<file path="config.mk">
export PLATFORM = sky130hd
export DESIGN_NAME = stepper_timed_move_generator_top
export DESIGN_NICKNAME = d
export VERILOG_FILES = /design/src/rtl/core/stmg_pkg.sv /design/src/rtl/core/stmg_queue.sv /design/src/rtl/core/stmg_front.sv /design/src/rtl/core/stmg_divider.sv /design/src/rtl/core/stmg_back.sv /design/src/rtl/core/stepper_timed_move_generator_top.sv
export SDC_FILE = /design/constraint.sdc
export NUM_CORES = 1
export LEC_CHECK = 0
export BUFFER_PORTS_ARGS = -buffer_cell sky130_fd_sc_hd__buf_4
export CAP_MARGIN = 5
export CORE_ASPECT_RATIO = 1.75
export CORE_MARGIN = 4
export CORE_UTILIZATION = 35
export DETAILED_ROUTE_END_ITERATION = 7
export PLACE_DENSITY_LB_ADDON = 0.3
export SYNTH_ARGS = -nofsm -noshare
export SYNTH_HDL_FRONTEND = slang
export SYNTH_HIERARCHICAL = 1
export SYNTH_SLANG_ARGS = --single-unit
</file>
<file path="constraint.sdc">
create_clock -name clock -period 13.7 [get_ports clock]
set_input_delay 2.055 -clock clock [delete_from_list [all_inputs] [get_ports clock]]
set_output_delay 2.055 -clock clock [all_outputs]
set_load 0.05 [all_outputs]
</file>
<file path="src/rtl/core/stmg_pkg.sv">
package stmg_pkg;

   // Widths of the item fields and the register.
   localparam int ANGLE_W = 18;
   localparam int DUR_W   = 32;
   localparam int SPD_W   = 16;
   localparam int STAT_W  = 3;

   // Step count width and the shortest half period in ticks.
   localparam int COUNT_BITS      = 24;
   localparam int MIN_HALF_PERIOD = 150;

   // Reset value of steps_per_degree (9.0 in Q8.8).
   localparam logic [SPD_W-1:0] SPD_RESET = 16'd2304;

   // Count arithmetic: magnitude times Q8.8 gain, then round and drop 16 fraction bits.
   localparam int MAG_W  = ANGLE_W;
   localparam int PROD_W = MAG_W + SPD_W;
   localparam int RND_W  = PROD_W + 1;
   localparam int FRAC_W = 16;
   localparam int CNT_HI_W = RND_W - FRAC_W;
   localparam logic [RND_W-1:0] ROUND_HALF = RND_W'(1) << (FRAC_W - 1);
   localparam logic [63:0] COUNT_MAX = (64'd1 << COUNT_BITS) - 64'd1;

   // Divider widths: the divisor is twice the count.
   localparam int DIV_W  = COUNT_BITS + 1;
   localparam int ITER_W = $clog2(DUR_W + 1);

   // Command queue between front and back.
   localparam int Q_DEPTH = 2;
   localparam int Q_PTR_W = 1;
   localparam int Q_CNT_W = 2;

   // Result status codes.
   typedef enum logic [STAT_W-1:0] {
      ST_NONE     = 3'd0,
      ST_ACCEPTED = 3'd1,
      ST_INVALID  = 3'd2,
      ST_BUSY     = 3'd3,
      ST_DONE     = 3'd4
   } status_type;

   // Back end sequencer states.
   typedef enum logic {
      BK_IDLE,
      BK_DIV
   } back_state_type;

   // A classified item as it waits in the queue.
   typedef struct packed {
      logic                  action;
      logic                  dir;
      logic [COUNT_BITS-1:0] count;
      logic [DUR_W-1:0]      dur;
   } cmd_type;

   // Divider request and response.
   typedef struct packed {
      logic             start;
      logic [DUR_W-1:0] dividend;
      logic [DIV_W-1:0] divisor;
   } div_req_type;

   typedef struct packed {
      logic             done;
      logic [DUR_W-1:0] quotient;
   } div_rsp_type;

endpackage

</file>
<file path="src/rtl/core/stmg_queue.sv">
module stmg_queue
   import stmg_pkg::*;
(
   input  logic    clock,
   input  logic    reset,
   input  logic    push,
   input  cmd_type push_data,
   output logic    full,
   input  logic    pop,
   output cmd_type pop_data,
   output logic    empty
);

   cmd_type              entry_ff [Q_DEPTH];
   logic [Q_PTR_W-1:0]   wr_ptr_ff, wr_ptr_in;
   logic [Q_PTR_W-1:0]   rd_ptr_ff, rd_ptr_in;
   logic [Q_CNT_W-1:0]   fill_ff, fill_in;
   logic                 do_push, do_pop;

   // Status flags and guarded handshakes.
   assign full     = (fill_ff == Q_CNT_W'(Q_DEPTH));
   assign empty    = (fill_ff == '0);
   assign do_push  = push & ~full;
   assign do_pop   = pop & ~empty;
   assign pop_data = entry_ff[rd_ptr_ff];

   // Pointer and fill count updates.
   always_comb begin
      wr_ptr_in = do_push ? wr_ptr_ff + 1'b1 : wr_ptr_ff;
      rd_ptr_in = do_pop ? rd_ptr_ff + 1'b1 : rd_ptr_ff;
      fill_in   = fill_ff;
      if (do_push && !do_pop) begin
         fill_in = fill_ff + 1'b1;
      end else if (do_pop && !do_push) begin
         fill_in = fill_ff - 1'b1;
      end
   end

   always_ff @(posedge clock) begin
      if (reset) begin
         wr_ptr_ff <= '0;
         rd_ptr_ff <= '0;
         fill_ff   <= '0;
      end else begin
         wr_ptr_ff <= wr_ptr_in;
         rd_ptr_ff <= rd_ptr_in;
         fill_ff   <= fill_in;
      end
   end

   // Entry storage needs no reset.
   always_ff @(posedge clock) begin
      if (do_push) begin
         entry_ff[wr_ptr_ff] <= push_data;
      end
   end

endmodule

</file>
<file path="src/rtl/core/stmg_front.sv">
module stmg_front
   import stmg_pkg::*;
(
   input  logic                      clock,
   input  logic                      reset,
   input  logic                      req_push,
   output logic                      req_full,
   input  logic                      req_action,
   input  logic signed [ANGLE_W-1:0] req_angle_q8,
   input  logic [DUR_W-1:0]          req_duration_us,
   input  logic                      csr_valid,
   output logic                      csr_ready,
   input  logic [SPD_W-1:0]          csr_steps_per_degree,
   input  logic                      q_full,
   output logic                      q_push,
   output cmd_type                   q_data
);

   logic [SPD_W-1:0]  spd_ff;
   logic              s0_vld_ff, s0_vld_in;
   logic              s1_vld_ff, s1_vld_in;
   logic              accept;

   logic              action0_ff, dir0_ff;
   logic [MAG_W-1:0]  mag0_ff;
   logic [DUR_W-1:0]  dur0_ff;
   logic              action1_ff, dir1_ff;
   logic [PROD_W-1:0] prod1_ff;
   logic [DUR_W-1:0]  dur1_ff;

   logic              neg;
   logic [MAG_W-1:0]  mag;
   logic [RND_W-1:0]  rnd;
   logic [CNT_HI_W-1:0] rnd_hi;
   logic [COUNT_BITS-1:0] count;

   // One item in the front at a time; the register write is always taken.
   assign req_full  = s0_vld_ff | s1_vld_ff;
   assign accept    = req_push & ~req_full;
   assign csr_ready = 1'b1;

   // Sign and magnitude of the angle.
   assign neg = req_angle_q8[ANGLE_W-1];
   assign mag = neg ? MAG_W'(-req_angle_q8) : MAG_W'(req_angle_q8);

   // Stage valid flags: the multiply stage holds until the queue has room.
   always_comb begin
      s0_vld_in = accept;
      s1_vld_in = s0_vld_ff | (s1_vld_ff & q_full);
   end

   always_ff @(posedge clock) begin
      if (reset) begin
         spd_ff    <= SPD_RESET;
         s0_vld_ff <= 1'b0;
         s1_vld_ff <= 1'b0;
      end else begin
         if (csr_valid && csr_ready) begin
            spd_ff <= csr_steps_per_degree;
         end
         s0_vld_ff <= s0_vld_in;
         s1_vld_ff <= s1_vld_in;
      end
   end

   // Capture stage: direction is 1 for a negative or zero angle.
   always_ff @(posedge clock) begin
      if (accept) begin
         action0_ff <= req_action;
         dir0_ff    <= neg | (req_angle_q8 == '0);
         mag0_ff    <= mag;
         dur0_ff    <= req_duration_us;
      end
   end

   // Multiply stage: magnitude times steps per degree.
   always_ff @(posedge clock) begin
      if (s0_vld_ff) begin
         action1_ff <= action0_ff;
         dir1_ff    <= dir0_ff;
         dur1_ff    <= dur0_ff;
         prod1_ff   <= PROD_W'(mag0_ff) * PROD_W'(spd_ff);
      end
   end

   // Round half up, drop the fraction and saturate the count.
   always_comb begin
      rnd    = RND_W'(prod1_ff) + ROUND_HALF;
      rnd_hi = rnd[RND_W-1:FRAC_W];
      if (64'(rnd_hi) > COUNT_MAX) begin
         count = COUNT_MAX[COUNT_BITS-1:0];
      end else begin
         count = COUNT_BITS'(rnd_hi);
      end
   end

   assign q_push        = s1_vld_ff & ~q_full;
   assign q_data.action = action1_ff;
   assign q_data.dir    = dir1_ff;
   assign q_data.count  = count;
   assign q_data.dur    = dur1_ff;

endmodule

</file>
<file path="src/rtl/core/stmg_divider.sv">
module stmg_divider
   import stmg_pkg::*;
(
   input  logic        clock,
   input  logic        reset,
   input  div_req_type req,
   output div_rsp_type rsp
);

   logic              busy_ff, busy_in;
   logic [ITER_W-1:0] iter_ff, iter_in;
   logic [DIV_W-1:0]  rem_ff, rem_in;
   logic [DIV_W-1:0]  dvs_ff, dvs_in;
   logic [DUR_W-1:0]  quo_ff, quo_in;
   logic [DIV_W:0]    trial;
   logic [DIV_W:0]    diff;
   logic              fits;

   // One restoring step: shift in the next dividend bit and try to subtract.
   assign trial = {rem_ff, quo_ff[DUR_W-1]};
   assign diff  = trial - {1'b0, dvs_ff};
   assign fits  = (trial >= {1'b0, dvs_ff});

   always_comb begin
      busy_in = busy_ff;
      iter_in = iter_ff;
      rem_in  = rem_ff;
      dvs_in  = dvs_ff;
      quo_in  = quo_ff;
      if (req.start) begin
         busy_in = 1'b1;
         iter_in = ITER_W'(DUR_W);
         rem_in  = '0;
         dvs_in  = req.divisor;
         quo_in  = req.dividend;
      end else if (busy_ff) begin
         rem_in  = fits ? diff[DIV_W-1:0] : trial[DIV_W-1:0];
         quo_in  = {quo_ff[DUR_W-2:0], fits};
         iter_in = iter_ff - 1'b1;
         if (iter_ff == ITER_W'(1)) begin
            busy_in = 1'b0;
         end
      end
   end

   always_ff @(posedge clock) begin
      if (reset) begin
         busy_ff <= 1'b0;
         iter_ff <= '0;
      end else begin
         busy_ff <= busy_in;
         iter_ff <= iter_in;
      end
   end

   always_ff @(posedge clock) begin
      rem_ff <= rem_in;
      dvs_ff <= dvs_in;
      quo_ff <= quo_in;
   end

   assign rsp.done     = ~busy_ff;
   assign rsp.quotient = quo_ff;

endmodule

</file>
<file path="src/rtl/core/stmg_back.sv">
module stmg_back
   import stmg_pkg::*;
(
   input  logic              clock,
   input  logic              reset,
   input  logic              q_empty,
   input  cmd_type           q_data,
   output logic              q_pop,
   output div_req_type       div_req,
   input  div_rsp_type       div_rsp,
   output logic              rsp_empty,
   input  logic              rsp_pop,
   output logic              rsp_step_level,
   output logic              rsp_dir_level,
   output logic              rsp_busy_res,
   output logic [STAT_W-1:0] rsp_status
);

   back_state_type        state_ff, state_in;
   logic [COUNT_BITS-1:0] steps_left_ff, steps_left_in;
   logic [DUR_W-1:0]      half_period_ff, half_period_in;
   logic [DUR_W-1:0]      tick_count_ff, tick_count_in;
   logic                  step_out_ff, step_out_in;
   logic                  dir_out_ff, dir_out_in;
   logic                  running_ff, running_in;

   logic                  out_vld_ff, out_vld_in;
   logic                  out_step_ff, out_dir_ff, out_busy_ff;
   status_type            out_stat_ff, out_stat_in;
   logic                  out_load;
   logic                  out_free;

   logic [DUR_W-1:0]      tick_next;
   logic [DUR_W-1:0]      hp_sel;

   assign out_free  = ~out_vld_ff | rsp_pop;
   assign tick_next = tick_count_ff + 1'b1;
   assign hp_sel    = (div_rsp.quotient < DUR_W'(MIN_HALF_PERIOD)) ?
                      DUR_W'(MIN_HALF_PERIOD) : div_rsp.quotient;

   // Sequencer: ticks and rejected starts finish at once, accepted starts wait
   // for the divider.
   always_comb begin
      state_in        = state_ff;
      steps_left_in   = steps_left_ff;
      half_period_in  = half_period_ff;
      tick_count_in   = tick_count_ff;
      step_out_in     = step_out_ff;
      dir_out_in      = dir_out_ff;
      running_in      = running_ff;
      out_stat_in     = ST_NONE;
      out_load        = 1'b0;
      q_pop           = 1'b0;
      div_req.start    = 1'b0;
      div_req.dividend = q_data.dur;
      div_req.divisor  = {q_data.count, 1'b0};

      case (state_ff)
         BK_IDLE: begin
            if (!q_empty && out_free) begin
               q_pop = 1'b1;
               if (!q_data.action) begin
                  // One microsecond tick.
                  out_load = 1'b1;
                  if (running_ff) begin
                     if (tick_next < half_period_ff) begin
                        tick_count_in = tick_next;
                     end else begin
                        tick_count_in = '0;
                        if (step_out_ff) begin
                           step_out_in = 1'b0;
                        end else begin
                           steps_left_in = steps_left_ff - 1'b1;
                           if (steps_left_in == '0) begin
                              running_in  = 1'b0;
                              out_stat_in = ST_DONE;
                           end else begin
                              step_out_in = 1'b1;
                           end
                        end
                     end
                  end
               end else if (running_ff) begin
                  // A start while a move runs is ignored.
                  out_load    = 1'b1;
                  out_stat_in = ST_BUSY;
               end else begin
                  dir_out_in = q_data.dir;
                  if (q_data.count == '0 || q_data.dur == '0) begin
                     out_load    = 1'b1;
                     out_stat_in = ST_INVALID;
                  end else begin
                     steps_left_in = q_data.count;
                     div_req.start = 1'b1;
                     state_in      = BK_DIV;
                  end
               end
            end
         end
         BK_DIV: begin
            if (div_rsp.done && out_free) begin
               half_period_in = hp_sel;
               tick_count_in  = '0;
               step_out_in    = 1'b1;
               running_in     = 1'b1;
               out_load       = 1'b1;
               out_stat_in    = ST_ACCEPTED;
               state_in       = BK_IDLE;
            end
         end
         default: begin
            state_in = BK_IDLE;
         end
      endcase
   end

   // Result register valid flag.
   always_comb begin
      out_vld_in = out_vld_ff;
      if (out_load) begin
         out_vld_in = 1'b1;
      end else if (rsp_pop) begin
         out_vld_in = 1'b0;
      end
   end

   always_ff @(posedge clock) begin
      if (reset) begin
         state_ff       <= BK_IDLE;
         steps_left_ff  <= '0;
         half_period_ff <= '0;
         tick_count_ff  <= '0;
         step_out_ff    <= 1'b0;
         dir_out_ff     <= 1'b0;
         running_ff     <= 1'b0;
         out_vld_ff     <= 1'b0;
      end else begin
         state_ff       <= state_in;
         steps_left_ff  <= steps_left_in;
         half_period_ff <= half_period_in;
         tick_count_ff  <= tick_count_in;
         step_out_ff    <= step_out_in;
         dir_out_ff     <= dir_out_in;
         running_ff     <= running_in;
         out_vld_ff     <= out_vld_in;
      end
   end

   // Result payload shows the state after the item.
   always_ff @(posedge clock) begin
      if (out_load) begin
         out_step_ff <= step_out_in;
         out_dir_ff  <= dir_out_in;
         out_busy_ff <= running_in;
         out_stat_ff <= out_stat_in;
      end
   end

   assign rsp_empty      = ~out_vld_ff;
   assign rsp_step_level = out_step_ff;
   assign rsp_dir_level  = out_dir_ff;
   assign rsp_busy_res   = out_busy_ff;
   assign rsp_status     = out_stat_ff;

endmodule

</file>
<file path="src/rtl/core/stepper_timed_move_generator_top.sv">
// Channel   Direction  Handshake          Payload
// req_      in         req_push/req_full  action, angle_q8, duration_us
// rsp_      out        rsp_empty/rsp_pop  step_level, dir_level, busy_res, status
// csr_      in         csr_valid/csr_ready steps_per_degree
//
// A tick or a rejected start passes the multiply stage, the queue and the back end's result
// register in that order before its result shows; a full queue or a waiting result can hold it.
// An accepted start also waits for the bit-serial 32-bit divider that forms the half period.
// The front holds one item and takes the next once the last has entered the queue.
// Reset is synchronous and active high; it restores steps_per_degree to 9.0.
// A held result stalls the back end only; the front keeps filling the queue.
module stepper_timed_move_generator_top
   import stmg_pkg::*;
(
   input  logic                      clock,
   input  logic                      reset,
   input  logic                      req_push,
   output logic                      req_full,
   input  logic                      req_action,
   input  logic signed [ANGLE_W-1:0] req_angle_q8,
   input  logic [DUR_W-1:0]          req_duration_us,
   output logic                      rsp_empty,
   input  logic                      rsp_pop,
   output logic                      rsp_step_level,
   output logic                      rsp_dir_level,
   output logic                      rsp_busy_res,
   output logic [STAT_W-1:0]         rsp_status,
   input  logic                      csr_valid,
   output logic                      csr_ready,
   input  logic [SPD_W-1:0]          csr_steps_per_degree
);

   cmd_type     push_cmd, pop_cmd;
   logic        q_push, q_full, q_pop, q_empty;
   div_req_type div_req;
   div_rsp_type div_rsp;

   // Front end: captures items and works out direction and step count.
   stmg_front u_front (
      .clock                (clock),
      .reset                (reset),
      .req_push             (req_push),
      .req_full             (req_full),
      .req_action           (req_action),
      .req_angle_q8         (req_angle_q8),
      .req_duration_us      (req_duration_us),
      .csr_valid            (csr_valid),
      .csr_ready            (csr_ready),
      .csr_steps_per_degree (csr_steps_per_degree),
      .q_full               (q_full),
      .q_push               (q_push),
      .q_data               (push_cmd)
   );

   // Short queue between the two halves.
   stmg_queue u_queue (
      .clock     (clock),
      .reset     (reset),
      .push      (q_push),
      .push_data (push_cmd),
      .full      (q_full),
      .pop       (q_pop),
      .pop_data  (pop_cmd),
      .empty     (q_empty)
   );

   // Half period divider.
   stmg_divider u_divider (
      .clock (clock),
      .reset (reset),
      .req   (div_req),
      .rsp   (div_rsp)
   );

   // Back end: runs the pulse train and produces results.
   stmg_back u_back (
      .clock          (clock),
      .reset          (reset),
      .q_empty        (q_empty),
      .q_data         (pop_cmd),
      .q_pop          (q_pop),
      .div_req        (div_req),
      .div_rsp        (div_rsp),
      .rsp_empty      (rsp_empty),
      .rsp_pop        (rsp_pop),
      .rsp_step_level (rsp_step_level),
      .rsp_dir_level  (rsp_dir_level),
      .rsp_busy_res   (rsp_busy_res),
      .rsp_status     (rsp_status)
   );

endmodule

</file>
==> results.cfg, run 1 <==
[synthesis]
ys_seq_area_frac = 0.385
syn_inst = 2856
synth_edf_count = 284
synth_flop_cell = edfxtp_1
ys.warnings.count = 6
synth_area_mm2 = 0.0299
async_reset_ff_frac = 0
syn_area_per_cell_um2 = 10.5
ys_ff_latch = 432
synthDistinctLibCells = 96

[finish]
design_area_mm2 = 0.0325
final_common_cell = inv_1
nets = 3279
drive_above_1_share = 0.113
layout_common_cells = inv_1, nand2_1, edfxtp_1, fa_1, ha_1
n_antenna_cell = 0
area_growth_pct = 8.78

[clock_tree]
cts_tree = done
holdBufCountCts = 0
clock_latency_ns = 0.59
cts.path.max_buffers = 3
cts_made_buffers = 45
cts-root-buf = clkbuf_16
cts-htree-levels = 2
cts_resized = 0
clock-sinks = 432
cts_setup_buffers = 0
path_clk_slew_ns = 0.06

[place]
post_dp_cell_area_mm2 = 0.0309
dp_hpwl_um = 55700
gp_congestion = 0.904
io_buffer_count = 79
pre_cts_slack_ns = 7.14

[critical_path]
reg2reg_from = u_front/spd_ff[9]
worstPathCellList = nand2_1 > fa_1 > inv_1 > fa_1 > inv_1 > fa_1 > inv_1 > fa_1 > fa_1 > inv_1 > fa_1 > inv_1 > ha_1 > nand3_2 > o211ai_1 > o21ai_2 > a31oi_4 > a311o_4 > a22o_4 > a41oi_2 > xnor2_1
cp_slowest_cell = dfxtp_1
rrSetupSlack_ns = 7.13
required_ns = 14.04
cp_common_cell = fa_1
max_stage_delay_ns = 0.81
crit_fanout = 19
worstSetupPathType = flip-flop to flip-flop
reg2reg_to = u_front/prod1_ff[27]
reg2reg_depth = 21
crit_arrival_ns = 6.91
end_kind = flip-flop
start_kind = flip-flop

[timing]
final_hold_viol_count = 0
final.min_clock_period_ns = 6.57
worst_pin_slew_ns = 1.01
finalSetupViolations = 0
report.final.slew_viol_count = 0
slew_headroom = 0.320
post-route-period-util = 0.479
finalClockSkew_ns = 0.0345
fmax_mhz = 152
setup_tns_ns = 0
setup_ws_ns = 7.13
timing.hold.ws_ns = 0.415
rsz0062_at_grt = no

[detailed_routing]
drt_iter0_drc = 1172
vias = 20079
postRouteAntennaNets = 0
viasPerCell = 5.12
wire_per_inst_um = 18.6
drt-total-wl_um = 73000
dr.pass1.iters = 5
drt_drc_violations_left = 0

[floorplan]
die_h_um = 394
core_mm2 = 0.0845
initial_utilization = 0.353
ios = 81
dieArea_mm2 = 0.0902
fp-row-count = 141
die_w_um = 229

[power_and_ir_drop]
total_power_uw = 5600
power_density_mw_per_mm2 = 172
leakage_uw = 0.0131
peakVddDrop_uv = 106

[grt]
overflow = 0
grt_max_degree = 64
grt_pass1_wl_um = 116000
track_usage = 0.161
grt_pass1_vias = 21145
antenna_found_initial = 0

[worst_hold_path]
hold_end = u_front/dur1_ff[7]
min_from = u_front/dur0_ff[7]
min_path_cells = 0
hp-class = flip-flop to flip-flop

[run]
drv_cap = 0

[status]
status = finished clean
==> report_power, final <==
part	leakage, µW	switching (µW)	internal (µW)	total (µW)
clock network	0.000728	550	725	1280
logic	0.00857	1540	1030	2570
registers	0.00383	140	1610	1750
total	0.0131	2230	3370	5600
==> worst max path at each step <==
stage	startpoint	end	cells past startpoint	slack [ns]
after floorplan	u_front/spd_ff[9]	u_front/prod1_ff[27]	23	7.46
after global placement	u_front/spd_ff[9]	u_front/prod1_ff[27]	21	7.22
after detailed placement	u_front/spd_ff[9]	u_front/prod1_ff[27]	21	7.14
after CTS	u_front/spd_ff[9]	u_front/prod1_ff[27]	21	7.13
after global routing	u_front/spd_ff[9]	u_front/prod1_ff[27]	21	6.84
final	u_front/spd_ff[9]	u_front/prod1_ff[27]	21	7.13
==> synth_stat cells (22+ instances only) <==
| library cell | number | share of area |
|---|---|---|
| mux2_2 | 92 | 0.035 |
| xor2_1 | 41 | 0.012 |
| o21ai_0 | 52 | 0.0087 |
| nand3_1 | 58 | 0.0097 |
| nor4_1 | 35 | 0.0073 |
| fa_1 | 222 | 0.15 |
| edfxtp_1 | 284 | 0.29 |
| a211oi_1 | 40 | 0.010 |
| buf_4 | 67 | 0.017 |
| inv_1 | 349 | 0.044 |
| a21o_1 | 24 | 0.0060 |
| a31oi_1 | 22 | 0.0046 |
| mux2i_1 | 26 | 0.0087 |
| xnor2_1 | 67 | 0.020 |
| nand2_1 | 304 | 0.038 |
| dfxtp_1 | 148 | 0.099 |
| nand2b_1 | 24 | 0.0050 |
| and2_1 | 142 | 0.030 |
| ha_1 | 168 | 0.070 |
| nor2_1 | 130 | 0.016 |
| a21oi_1 | 124 | 0.021 |
| clkbuf_1 | 86 | 0.011 |
| nor3_1 | 30 | 0.0050 |
==> per-stage QoR <==
step / instances / util
6_report: 3925 / 0.384
5_1_grt: 3925 / 0.384
3_5_place_dp: 3842 / 0.366
4_1_cts: 3925 / 0.384
2_1_floorplan: 2860 / -
3_3_place_gp: 3842 / 0.366
==> sequential cells by signal, indices dropped and copies added (netlist names), 2 cells and up, named ones only <==
signal	flops
u_divider/rem_ff	25
u_divider/iter_ff	6
u_divider/quo_ff	32
u_divider/dvs_ff	25
u_front/spd_ff	16
u_front/mag0_ff	18
u_front/dur0_ff	32
u_queue/fill_ff	2
u_back/half_period_ff	32
u_back/tick_count_ff	32
u_front/prod1_ff	19
u_front/dur1_ff	32
u_back/steps_left_ff	24
u_queue/entry_ff	116
u_back/rsp_status	3
==> layout make-up <==
| type | instances | area [µm²] |
|---|---|---|
| flip-flops and latches | 432 | 11500 |
| clock inverters | 36 | 400 |
| fillers | 8316 | 52000 |
| well taps | 1072 | 1340 |
| clock buffers | 47 | 1130 |
| repair buffers | 96 | 721 |
| inverters | 349 | 1310 |
| multi-input cells | 1893 | 16100 |
==> critical path, delay by kind of cell (launching register included) <==
family / cells / cell delay (ns)
flip-flops: 1 / 0.81
XOR/XNOR: 1 / 0.08
AO/OA/AOI/OAI: 6 / 1.36
AND/OR/NAND/NOR: 2 / 0.33
buffers and inverters: 5 / 0.24
adder cells (fa/ha/maj): 7 / 3.47
==> metal layers <==
metal,routed length [µm],track usage,vias up
li1,-,-,9595
met5,0,0,-
met3,2400,0.0181,130
met1,27100,0.169,9958
met2,40400,0.319,396
met4,3190,0.0685,0
==> cell families (layout without fill, tap and decap cells) <==
family	Yosys count	count (layout)	synth area share
flops	432	432	0.385
mux	118	118	0.0434
buf+inv	535	528	0.0782
simple gates	844	844	0.142
other cells	3	7	0.000377
fa+ha+maj	390	390	0.219
compound gates	426	426	0.100
xor+xnor	108	108	0.0317
Power figures use the tool's default switching activity.
==> run 2: changes to the inputs <==
- ABC_AREA: not set -> 1
- clock period: 13.7 -> 6.8 ns (I/O delays scaled with it)
==> run 2 against run 1 <==
  * Count of clock-buffer cells in the layout rose by 13
  * Routed wire length rose by 15%
  * Utilization rose by 0.21 points
  * Maximum frequency rose by 6.1%
  * Final cell count rose by 27%
  * First-iteration DRC count rose by 2.1%
  * Sequential share of layout area fell by 2.2 points
  * Clock skew fell by 0.013 ns
  * Worst setup slack got worse by 6.5 ns
  * Sequential cell count did not move
  * Critical path depth did not move
  * Critical path type unchanged
  * Critical endpoint is now u_front/prod1_ff[23]
  * Highest routed layer unchanged
==> results.cfg, run 2 <==
[power_and_ir_drop]
peakVddDrop_uv = 299
power_density_mw_per_mm2 = 380
leakage_uw = 0.0164
total_power_uw = 13200

[timing]
fmax_mhz = 162
finalClockSkew_ns = 0.0212
report.final.slew_viol_count = 0
final.min_clock_period_ns = 6.19
slew_headroom = 0.329
post-route-period-util = 0.910
setup_tns_ns = 0
worst_pin_slew_ns = 1.01
finalSetupViolations = 0
rsz0062_at_grt = no
final_hold_viol_count = 0

[finish]
top_register = u_queue/entry_ff
nets = 4246
layout_common_cells = nand2_1, inv_1, edfxtp_1, nor2_1, fa_1
fin_cells = 5000
area_growth_pct = 9.05
drive_above_1_share = 0.0887
largest_register_ffs = 116
n_antenna_cell = 0
final_common_cell = nand2_1
fill_cells = 9272

[clock_tree]
path_clk_slew_ns = 0.06
cts.path.max_buffers = 3
cts_resized = 0
cts-root-buf = clkbuf_16
cts_setup_buffers = 0
cts_made_buffers = 48
clock_latency_ns = 0.61
cts_tree = done
cts-htree-levels = 2
holdBufCountCts = 0
clock-sinks = 432

[place]
dp.cells = 4910
gp_congestion = 0.917
io_buffer_count = 79
dp_hpwl_um = 66300

[synthesis]
synth_area_mm2 = 0.0318
synthTopCellsByArea = edfxtp_1, fa_1, nand2_1
ys_ff_latch = 432
ys_seq_area_frac = 0.362
ys.warnings.count = 6
synth_area_leader_cell = edfxtp_1
synth_edf_count = 284
synthDistinctLibCells = 54
syn_area_per_cell_um2 = 8.34
async_reset_ff_frac = 0
synth_common_cells = nand2_1, inv_1, edfxtp_1, nor2_1, fa_1
synth_flop_cell = edfxtp_1
syn_inst = 3808
synth_most_common_cell = nand2_1
synth_top_area_share = 0.269

[critical_path]
required_ns = 7.15
reg2reg_to = u_front/prod1_ff[23]
worstPathCellList = nand2_1 > fa_1 > inv_1 > fa_1 > inv_1 > fa_1 > inv_1 > fa_1 > fa_1 > inv_1 > fa_1 > inv_1 > ha_1 > a21oi_1 > o21ai_0 > a21oi_1 > nand2_1 > nand2_1 > nand2_1 > nand2_1 > nand2_1
worstSetupPathType = flip-flop to flip-flop
end_kind = flip-flop
start_kind = flip-flop
crit_arrival_ns = 6.54
path_depth = 21
cp_slowest_cell = edfxtp_1
crit_start = u_front/mag0_ff[5]
reg2reg_from = u_front/mag0_ff[5]
crit_fanout = 16
cp_num_buf_inv = 5
reg2reg_depth = 21
max_stage_delay_ns = 0.86
crit_family = adder cells
rrSetupSlack_ns = 0.61

[floorplan]
ios = 81
fp-row-count = 145
initial_utilization = 0.354
dieArea_mm2 = 0.0958
core_mm2 = 0.0896
die_h_um = 407
die_w_um = 236

[grt]
track_usage = 0.175
grt_max_degree = 86
antenna_found_initial = 0
grt_pass1_wl_um = 134000
overflow = 0
grt_pass1_vias = 24990

[detailed_routing]
wire_per_inst_um = 16.8
drt_drc_violations_left = 0
dr.pass1.iters = 5
drt_iter0_drc = 1197
drt-total-wl_um = 84200
viasPerCell = 4.75
postRouteAntennaNets = 0
vias = 23763

[run]
drv_cap = 0

[worst_hold_path]
min_from = u_front/dur0_ff[5]
min_path_cells = 0
hp-class = flip-flop to flip-flop
hold_end = u_front/dur1_ff[5]

[status]
status = finished clean
[run 2: metal layers]
metal / routed length, µm / GRT usage
met4: 3870 / 0.0768
met3: 2650 / 0.0185
met2: 47200 / 0.352
met1: 30400 / 0.180
met5: 0 / 0
[run 2: worst max path at each step]
stage / slack (ns) / end
finish: 0.61 / u_front/prod1_ff[23]
global route: 0.31 / u_front/prod1_ff[20]
CTS: 0.57 / u_front/prod1_ff[23]
detailed placement: 0.59 / u_front/prod1_ff[20]
global placement: 0.59 / u_front/prod1_ff[20]
floorplan: 1.26 / u_front/prod1_ff[30]
[run 2: cell type report]
| class | count | area [µm²] | area share |
|---|---|---|---|
| Multi-Input combinational cell | 2453 | 16500 | 0.476 |
| Timing Repair Buffer | 118 | 898 | 0.0259 |
| Sequential cell | 432 | 11500 | 0.332 |
| Clock inverter | 30 | 249 | 0.00719 |
| Clock buffer | 60 | 1300 | 0.0374 |
| Inverter | 731 | 2740 | 0.0792 |
| Tap cell | 1176 | 1470 | 0.0425 |
[run 2: logic make-up after synthesis]
family	after synthesis	share of synthesized area
flops	432	0.362
compound gates	286	0.0483
fa+ha+maj	390	0.206
buf+inv	927	0.121
xor+xnor	84	0.0232
mux	58	0.0229
other cells	3	0.000355
simple gates	1628	0.217
[run 2: metrics by stage]
stage          hold WS [ns]  setup slack (ns)  utilization  cell area [µm²]
6_report              0.418             0.613        0.386            34600
3_5_place_dp          0.405             0.586        0.369            33100
2_1_floorplan         0.400              1.26            -            31800
4_1_cts               0.420             0.571        0.386            34600
3_3_place_gp          0.401             0.594        0.369            33100
5_1_grt               0.422             0.308        0.386            34600
[run 2: where the power goes]
part	leakage, µW	switching (µW)	total (µW)	internal (µW)
sequential	0.00383	254	3560	3310
combinational	0.0118	4700	7060	2360
clock	0.000753	1130	2550	1420
